`src/rtl/c8_pkg.sv`:
```
// Shared constants, types and helper functions of the CHIP-8 instruction core.
package c8_pkg;

	localparam int C8_MEMORY_BYTES   = 4096;
	localparam int C8_ADDR_W         = 12;
	localparam int C8_STACK_DEPTH    = 16;
	localparam int C8_SCREEN_ROWS    = 32;
	localparam int C8_SCREEN_COLUMNS = 64;
	localparam int C8_ROW_W          = $clog2(C8_SCREEN_ROWS);
	localparam int C8_COL_W          = $clog2(C8_SCREEN_COLUMNS);
	localparam logic [C8_ADDR_W-1:0] C8_DEFAULT_START = 12'h200;

	// Item modes.
	localparam logic [1:0] MODE_WRITE = 2'd0;
	localparam logic [1:0] MODE_EXEC  = 2'd1;
	localparam logic [1:0] MODE_TICK  = 2'd2;
	localparam logic [1:0] MODE_ROW   = 2'd3;

	// Opcode groups (top nibble).
	localparam logic [3:0] OP_SYS  = 4'h0;
	localparam logic [3:0] OP_JP   = 4'h1;
	localparam logic [3:0] OP_CALL = 4'h2;
	localparam logic [3:0] OP_SEI  = 4'h3;
	localparam logic [3:0] OP_SNEI = 4'h4;
	localparam logic [3:0] OP_SE   = 4'h5;
	localparam logic [3:0] OP_LDI  = 4'h6;
	localparam logic [3:0] OP_ADDI = 4'h7;
	localparam logic [3:0] OP_ALU  = 4'h8;
	localparam logic [3:0] OP_SNE  = 4'h9;
	localparam logic [3:0] OP_LDIX = 4'hA;
	localparam logic [3:0] OP_JPV0 = 4'hB;
	localparam logic [3:0] OP_RND  = 4'hC;
	localparam logic [3:0] OP_DRW  = 4'hD;
	localparam logic [3:0] OP_KEY  = 4'hE;
	localparam logic [3:0] OP_MISC = 4'hF;

	localparam logic [15:0] OPC_CLS = 16'h00E0;
	localparam logic [15:0] OPC_RET = 16'h00EE;
	localparam logic [7:0]  KK_SKP  = 8'h9E;
	localparam logic [7:0]  KK_SKNP = 8'hA1;
	localparam logic [7:0]  KK_GDT  = 8'h07;
	localparam logic [7:0]  KK_WKEY = 8'h0A;
	localparam logic [7:0]  KK_SDT  = 8'h15;
	localparam logic [7:0]  KK_SST  = 8'h18;
	localparam logic [7:0]  KK_ADDI = 8'h1E;
	localparam logic [7:0]  KK_FONT = 8'h29;
	localparam logic [7:0]  KK_BCD  = 8'h33;
	localparam logic [7:0]  KK_STOR = 8'h55;
	localparam logic [7:0]  KK_LOAD = 8'h65;

	// Low nibble of the 8XYn group.
	localparam logic [3:0] ALU_N_MOV = 4'h0;
	localparam logic [3:0] ALU_N_OR  = 4'h1;
	localparam logic [3:0] ALU_N_AND = 4'h2;
	localparam logic [3:0] ALU_N_XOR = 4'h3;
	localparam logic [3:0] ALU_N_ADD = 4'h4;
	localparam logic [3:0] ALU_N_SUB = 4'h5;
	localparam logic [3:0] ALU_N_SHR = 4'h6;
	localparam logic [3:0] ALU_N_RSB = 4'h7;
	localparam logic [3:0] ALU_N_SHL = 4'hE;

	typedef enum logic [3:0] {
		ALU_PASS_B, ALU_OR, ALU_AND, ALU_XOR, ALU_ADD,
		ALU_SUB, ALU_SHR, ALU_RSUB, ALU_SHL
	} alu_op_t;

	typedef struct packed {
		logic [7:0] res;
		logic       flag;
	} alu_res_t;

	// Decimal digits of a byte: hundreds, tens, ones, four bits each.
	function automatic logic [11:0] c8_bcd(input logic [7:0] v);
		logic [1:0]  h;
		logic [7:0]  r;
		logic [14:0] p;
		logic [3:0]  t;
		logic [7:0]  o;
		h = (v >= 8'd200) ? 2'd2 : ((v >= 8'd100) ? 2'd1 : 2'd0);
		r = v - 8'(h * 8'd100);
		// Multiply by 205/2048 is exact division by ten below one hundred.
		p = 15'(r[6:0]) * 15'd205;
		t = p[14:11];
		o = r - 8'(t * 8'd10);
		return {2'b00, h, t, o[3:0]};
	endfunction

endpackage

```
`src/rtl/c8_alu.sv`:
```
// Shared 8-bit arithmetic and logic unit of the CHIP-8 core.
module c8_alu (
	input  logic            [7:0] a,
	input  logic            [7:0] b,
	input  c8_pkg::alu_op_t       op,
	output c8_pkg::alu_res_t      y
);
	import c8_pkg::*;

	logic [8:0] sum;

	assign sum = {1'b0, a} + {1'b0, b};

	always_comb begin
		y = '0;
		unique case (op)
			ALU_PASS_B: y.res = b;
			ALU_OR:     y.res = a | b;
			ALU_AND:    y.res = a & b;
			ALU_XOR:    y.res = a ^ b;
			ALU_ADD: begin
				y.res  = sum[7:0];
				y.flag = sum[8];
			end
			ALU_SUB: begin
				y.res  = a - b;
				y.flag = (a >= b);
			end
			ALU_SHR: begin
				y.res  = {1'b0, a[7:1]};
				y.flag = a[0];
			end
			ALU_RSUB: begin
				y.res  = b - a;
				y.flag = (b >= a);
			end
			ALU_SHL: begin
				y.res  = {a[6:0], 1'b0};
				y.flag = a[7];
			end
			default: y = '0;
		endcase
	end
endmodule

```
`config.mk`:
```
export PLATFORM = sky130hd
export DESIGN_NAME = c8_alu
export DESIGN_NICKNAME = d
export VERILOG_FILES = /design/src/rtl/c8_pkg.sv /design/src/rtl/c8_alu.sv
export SDC_FILE = /design/constraint.sdc
export NUM_CORES = 1
export LEC_CHECK = 0
export BUFFER_PORTS_ARGS = -buffer_cell sky130_fd_sc_hd__buf_2
export CELL_PAD_IN_SITES_DETAIL_PLACEMENT = 0
export CELL_PAD_IN_SITES_GLOBAL_PLACEMENT = 1
export CORE_ASPECT_RATIO = 0.7
export CORE_MARGIN = 2
export CORE_UTILIZATION = 47
export DETAILED_ROUTE_END_ITERATION = 12
export PLACE_DENSITY = 0.95
export SYNTH_ARGS = -nofsm -noshare
export SYNTH_HDL_FRONTEND = slang
export SYNTH_SLANG_ARGS = --single-unit
```
`constraint.sdc`:
```
create_clock -name vclk -period 6.8
set_clock_uncertainty 0.05 [all_clocks]
set_input_delay 1.36 -clock vclk [all_inputs]
set_output_delay 1.36 -clock vclk [all_outputs]
set_load 0.05 [all_outputs]
```
==> results of run 1 <==
## layout by cell type, fill, tap and decap left out, drive strengths merged, types with 3 or more instances in the layout
cell type  count
ha            34
buf           29
inv           25
nor2          22
a21oi         21
o21ai         15
nor3          12
nand3          9
nand2          9
mux2i          8
a31oi          7
o21bai         6
nand2b         5
o22ai          5
xnor2          5
a211oi         4
o211ai         4
fa             3
a2111oi        3
## report_power, final
group	leakage (nW)	internal [mW]	switching, mW
Clock	0	0	0
Sequential	0	0	0
Combinational	0.895	0.0571	0.108
Total	0.895	0.0571	0.108
## kinds of logic (layout without fill, tap and decap cells)
group | count (synthesis) | count (layout) | share of synthesized area, %
compound gates | 86 | 86 | 34.0
xor+xnor | 5 | 5 | 2.46
fa+ha+maj | 37 | 37 | 27.3
buf+inv | 39 | 54 | 9.49
mux | 11 | 11 | 7.03
simple gates | 71 | 71 | 19.7
## per-stage QoR
stage	total power, mW	worst slack [ps]
after floorplan	0.124	1870
after global placement	0.162	1790
after detailed placement	0.161	1820
after CTS	0.162	1800
after global routing	0.179	1610
final	0.165	1750
## path summary, 6_finish.rpt
| path | startpoint | endpoint | slack [ps] | cells past startpoint |
|---|---|---|---|---|
| worst max-delay path | a[4] | y[8] | 1750 | 10 |
| worst min-delay path | a[0] | y[2] | 3170 | 4 |
## layout make-up
cell class	count	area (um^2)
fill	364	1670
multi-input combinational	210	1610
timing repair buffer	29	145
inverter	25	93.8
tap	50	62.6
## worst max-delay path, cell delays in order
cell	delay, ps
buf_2	130
inv_1	70
ha_1	510
and2b_1	250
a2111oi_2	420
o21bai_1	130
a21oi_2	170
mux2i_1	210
a211o_1	120
buf_2	250
## metal layers
layer	vias up	GRT usage (%)	part of all wire (%)
met5	-	0	0
met4	0	0.255	0
met3	0	2.78	11
met2	105	34.4	41
met1	887	38.7	48
li1	949	-	-
==> run_results.csv, run 1 <==
group,metric,value,unit
finish,final_layout_size_suffix_gt1_share,16.3,%
finish,area_growth,7.45,%
die,initial_core_util,49.7,%
clocking,ctsResizeCount,0,
sta,min_period,5050,ps
detailed_routing,via_per_inst,6.18,
setup_path,worstSetupEndpointType,"output port",
synth,ys_seq_area_share,0,%
placed_design,hpwl,4000,um
finish,regArea,0,um^2
synth,yosysMostFrequentCell,"ha_1",
sta,slew_viol_final,0,
finish,seq_cells,0,
die,io_pins,29,
finish,design_area,0.00191,mm^2
detailed_routing,drc,0,
die,die_area,0.00430,mm^2
synth,yosysWarningCount,0,
synth,syn_nets,306,
die,coreArea,0.00358,mm^2
grt,grt-ovfl-total,0,
detailed_routing,wl_per_cell,16.4,um
finish,fin_util,53.4,%
placed_design,place_congestion,0.947,
finish,nNetsFinal,323,
synth,synth_cells,249,
detailed_routing,drt_iter0_drc,230,
sta,period_share,74.2,%
grt,first_global_vias,1719,
finish,final_cells,314,
hold_path,hold_path.class,"input pin to output port",
grt,grt_max_degree,33,
clocking,cts_hold_buffers,0,
status,status,"complete, no violations",
sta,fin_hold_ws,3170,ps
grt,antenna_found_initial,0,
setup_path,critPathArrivalTime,3640,ps
detailed_routing,vias,1941,
placed_design,port-buffer-count,29,
grt,grtUsageTotal,23.7,%
power,powerDensity,86.1,mW/mm^2
die,die_x,77.6,um
sta,rsz0062_at_grt,"false",
synth,avgSynthCellArea,7.15,um^2
finish,clock_buffers,0,
synth,synthesis.area,0.00178,mm^2
grt,grt_pass1_wl,8540,um
synth,synth_area_leaders,"ha_1, a21oi_1, inv_1",
detailed_routing,first_pass_iters,5,
setup_path,worstPathRequired,5390,ps
finish,n_antenna_cell,0,
die,num_rows,18,
power,leakage,0.895,nW
sta,hold_viol,0,
synth,synth_top_area_cell,"ha_1",
setup_path,start_kind,"input pin",
synth,netlist_top_cells_count,"ha_1, inv_1, nor2_1",
flow_run,cap_violations,0,
synth,ys_types,54,
setup_path,critical_path_peak_fanout,12,
clocking,post_cts_buffers,0,
sta,slew-limit-headroom,57.0,%
sta,max_freq,198,MHz
power,vdd_drop_max,43.8,uV
placed_design,post_dp_cell_area,0.00191,mm^2
detailed_routing,wirelength,5150,um
detailed_routing,drtAntennaViolNets,0,
sta,setup_tns,0,ps
sta,setup_viol,0,
synth,synth_top_area_share,23.9,%
placed_design,dp.cells,314,
setup_path,path_class,"input pin to output port",
sta,worstMarginPinSlew,640,ps
die,die_h,55.5,um
No activity file was read; power rests on OpenSTA's default activity.
==> inputs of run 2 (changes only) <==
- CORE_UTILIZATION: 47 -> 39
- PLACE_DENSITY: 0.95 -> 0.85
- clock period: 6.8 -> 4.6 ns (I/O delays scaled with it)
==> run 2 against run 1 <==
  * Sequential cell count unchanged
  * Design area up 0.72%
  * Global-route usage down 2.6 points
  * Via count down 0.62%
  * Clock-buffer cell count unchanged
  * Worst hold slack worse by 880 ps
==> run_results.csv, run 2 (synthesized netlist as in run 1, its figures left out) <==
group,metric,value,unit
sta,setup_tns,0,ps
finish,n_antenna_cell,0,
clocking,post_cts_buffers,0,
grt,grt_max_degree,33,
status,status,"complete, no violations",
placed_design,hpwl,4260,um
finish,clock_buffers,0,
placed_design,dp.cells,320,
detailed_routing,first_pass_iters,5,
setup_path,critPathArrivalTime,3190,ps
hold_path,hold_path.class,"input pin to output port",
detailed_routing,drt_iter0_drc,236,
placed_design,post_dp_cell_area,0.00193,mm^2
clocking,ctsResizeCount,0,
die,coreArea,0.00435,mm^2
sta,period_share,90.3,%
sta,slew-limit-headroom,57.5,%
placed_design,place_congestion,0.993,
power,vdd_drop_max,54.2,uV
finish,design_area,0.00193,mm^2
detailed_routing,drc,0,
grt,first_global_vias,1674,
die,die_area,0.00513,mm^2
hold_path,holdPathStages,4,
detailed_routing,wl_per_cell,16.8,um
finish,fillers,453,
sta,worstMarginPinSlew,633,ps
detailed_routing,drtAntennaViolNets,0,
sta,min_period,4160,ps
grt,grtUsageTotal,21.0,%
hold_path,min_to,"y[2]",
detailed_routing,via_per_inst,6.03,
die,num_rows,20,
hold_path,hp-start,"a[0]",
power,powerDensity,127,mW/mm^2
sta,max_freq,241,MHz
sta,setup_viol,0,
placed_design,port-buffer-count,29,
flow_run,cap_violations,0,
finish,final_layout_size_suffix_gt1_share,16.6,%
setup_path,critical_path_peak_fanout,12,
finish,regArea,0,um^2
die,die_h,60.5,um
setup_path,worstSetupEndpointType,"output port",
clocking,cts_hold_buffers,0,
sta,fin_hold_ws,2290,ps
grt,antenna_found_initial,0,
die,initial_core_util,40.9,%
grt,grt-ovfl-total,0,
setup_path,start_kind,"input pin",
finish,nNetsFinal,324,
grt,grt_pass1_wl,8670,um
setup_path,worstPathRequired,3630,ps
sta,rsz0062_at_grt,"false",
power,leakage,0.899,nW
detailed_routing,wirelength,5380,um
sta,hold_viol,0,
finish,area_growth,8.22,%
finish,seq_cells,0,
finish,mostFrequentLayoutCells,"ha_1, buf_2, inv_1, nor2_1, a21oi_1",
finish,final_common_cell,"ha_1",
die,die_x,84.8,um
die,io_pins,29,
finish,fin_util,44.3,%
setup_path,path_class,"input pin to output port",
finish,final_cells,320,
detailed_routing,vias,1929,
sta,slew_viol_final,0,
-- run 2: changes by cell type in the layout (fill, tap and decap cells not counted), sizes merged --
cell | previous run | this run
buf | 29 | 30
-- run 2: cell type report --
cell class | instances | area [um^2] | share of cell area [%]
timing repair buffer | 30 | 153 | 7.92
tap | 55 | 68.8 | 3.57
inverter | 25 | 93.8 | 4.87
multi-input combinational | 210 | 1610 | 83.6
-- run 2: how the worst max path moves through the flow --
| stage | slack [ps] | from | endpoint |
|---|---|---|---|
| 3_3_place_gp | 460 | a[4] | y[8] |
| 5_1_grt | 280 | a[4] | y[8] |
| 6_report | 440 | a[4] | y[8] |
| 4_1_cts | 450 | a[4] | y[8] |
| 2_1_floorplan | 550 | a[0] | y[2] |
| 3_5_place_dp | 470 | a[4] | y[8] |
-- run 2: routing by layer --
metal / routed length, um / global-route usage [%] / vias up / share of wire (%)
met1: 2860 / 33.9 / 906 / 53
met2: 2130 / 31.5 / 69 / 40
met4: 0 / 0.454 / 0 / 0
met3: 394 / 2.45 / 0 / 7.3
li1: - / - / 954 / -
met5: 0 / 0 / - / 0
-- run 2: per-stage QoR --
step           setup slack [ps]  power (mW)
5_1_grt                     279       0.266
3_5_place_dp                469       0.241
2_1_floorplan               551       0.184
3_3_place_gp                464       0.241
4_1_cts                     447       0.242
6_report                    445       0.245
-- run 2: critical path, cell delays in order --
cell       delay (ps)
buf_2             130
inv_1              70
ha_1              520
and2b_1           260
a2111oi_2         420
o21bai_1          130
a21oi_2           160
mux2i_1           200
a211o_1           110
buf_2             250
-- run 2: where the power goes --
part	leakage, nW	switching, mW	internal, mW
clock	0	0	0
sequential	0	0	0
combinational	0.899	0.160	0.0848
total	0.899	0.160	0.0848
==> inputs of run 3 (changes only) <==
- CAP_MARGIN: not set -> 20
- CORE_UTILIZATION: 39 -> 47
- PLACE_DENSITY: 0.85 -> 0.95
- clock period: 4.6 -> 5.35 ns (I/O delays scaled with it)
==> run 3 against run 2 <==
  * Sequential share of layout area did not move
  * First-iteration DRC count fell by 22%
  * Wire length fell by 3.5%
  * Die area fell by 16%
  * Clock-buffer cell count did not move
  * Critical path type unchanged
  * Critical endpoint unchanged
  * Highest routed layer is now met4
==> run_results.csv, run 3 (synthesized netlist as in run 1, its figures left out) <==
group,metric,value,unit
sta,slew_viol_final,0,
clocking,ctsResizeCount,0,
finish,multiInputGateArea,0.00161,mm^2
detailed_routing,drt_iter0_drc,184,
setup_path,worstPathRequired,4230,ps
setup_path,path_common_cell,"buf_2",
power,internal_power,0.0726,mW
clocking,post_cts_buffers,0,
hold_path,hold_path.class,"input pin to output port",
placed_design,hpwl,4010,um
setup_path,worstSetupEndpointType,"output port",
sta,hold_viol,0,
finish,clock_buffers,0,
sta,setup_viol,0,
die,die_area,0.00430,mm^2
die,die_h,55.5,um
placed_design,dp.cells,314,
detailed_routing,wirelength,5190,um
sta,period_share,84.2,%
setup_path,cpLargestDelayFamily,"compound AO/OA/AOI/OAI gates",
grt,top_usage_layer,"met1",
sta,min_period,4500,ps
power,comb_power_share,100.0,%
sta,worstMarginPinSlew,656,ps
sta,worst_slack,845,ps
die,initial_core_util,49.7,%
finish,area_growth,7.45,%
detailed_routing,first_pass_iters,5,
detailed_routing,via_per_inst,6.25,
finish,n_antenna_cell,0,
finish,fillers,357,
sta,max_freq,222,MHz
grt,grt_max_degree,33,
setup_path,critical_path_peak_fanout,12,
power,switching_share,65.4,%
finish,final_cells,314,
grt,met2_usage,33.8,%
placed_design,place_congestion,0.949,
die,io_pins,29,
finish,nNetsFinal,323,
setup_path,path_class,"input pin to output port",
grt,grtUsageTotal,23.8,%
power,switching_power,0.137,mW
setup_path,slowest_stage,"ha_1",
detailed_routing,wl_per_cell,16.5,um
setup_path,critPathArrivalTime,3380,ps
grt,grt_pass1_wl,8560,um
die,coreArea,0.00358,mm^2
power,powerDensity,110,mW/mm^2
sta,rsz0062_at_grt,"false",
placed_design,port-buffer-count,29,
die,num_rows,18,
status,status,"complete, no violations",
power,seqPwrFrac,0,%
finish,seq_cells,0,
grt,first_global_vias,1769,
finish,final_layout_size_suffix_gt1_share,16.3,%
grt,grt-ovfl-total,0,
flow_run,cap_violations,0,
grt,grt_util_met3,3.27,%
finish,regArea,0,um^2
placed_design,preCtsSetupSlack,903,ps
sta,setup_tns,0,ps
clocking,cts_hold_buffers,0,
setup_path,path_cells,"buf_2 -> inv_1 -> ha_1 -> and2b_1 -> a2111oi_2 -> o21bai_1 -> a21oi_2 -> mux2i_1 -> a211o_1 -> buf_2",
placed_design,post_dp_cell_area,0.00191,mm^2
finish,fin_util,53.4,%
setup_path,path_buf_inv,3,
setup_path,crit_path_max_incr_delay,520,ps
power,leakage,0.895,nW
setup_path,start_kind,"input pin",
die,die_x,77.6,um
detailed_routing,drtAntennaViolNets,0,
sta,slew-limit-headroom,56.1,%
finish,final_common_cell,"ha_1",
power,vdd_drop_max,60.4,uV
detailed_routing,drc,0,
grt,grt_util_met1,38.2,%
grt,antenna_found_initial,0,
finish,design_area,0.00191,mm^2
detailed_routing,vias,1961,
power,pwr-share-clk,0,%
finish,mostFrequentLayoutCells,"ha_1, buf_2, inv_1, nor2_1, a21oi_1",
[run 3: final timing paths]
check             from    to  slack, ps  depth (start not counted)
setup / recovery  a[4]  y[8]        850                         10
hold / removal    a[0]  y[2]       2610                          4
[run 3: layer usage]
layer | share of wire (%) | vias up
li1 | - | 948
met2 | 40 | 125
met4 | 0.35 | 0
met3 | 11 | 4
met5 | 0 | -
met1 | 48 | 884
[run 3: through the flow]
stage,power [mW],hold WS (ps)
after floorplan,0.158,2590
after global placement,0.206,2580
after detailed placement,0.205,2600
after CTS,0.206,2600
after global routing,0.229,2620
final,0.210,2610
[run 3: cell type report]
class | count | share of cell area [%]
inverter | 25 | 4.91
multi-input combinational | 210 | 84.2
tap | 50 | 3.27
timing repair buffer | 29 | 7.59
[run 3: power groups by stage]
stage	clock network [mW]	registers [mW]	logic [mW]
after floorplan	0	0	0.158
after CTS	0	0	0.206
after global routing	0	0	0.229
after global placement	0	0	0.206
final	0	0	0.210
after detailed placement	0	0	0.205
[run 3: worst min-delay path, stage by stage]
cell     delay (ps)
buf_2           130
nand3_1          80
o21ai_0          90
buf_2           220
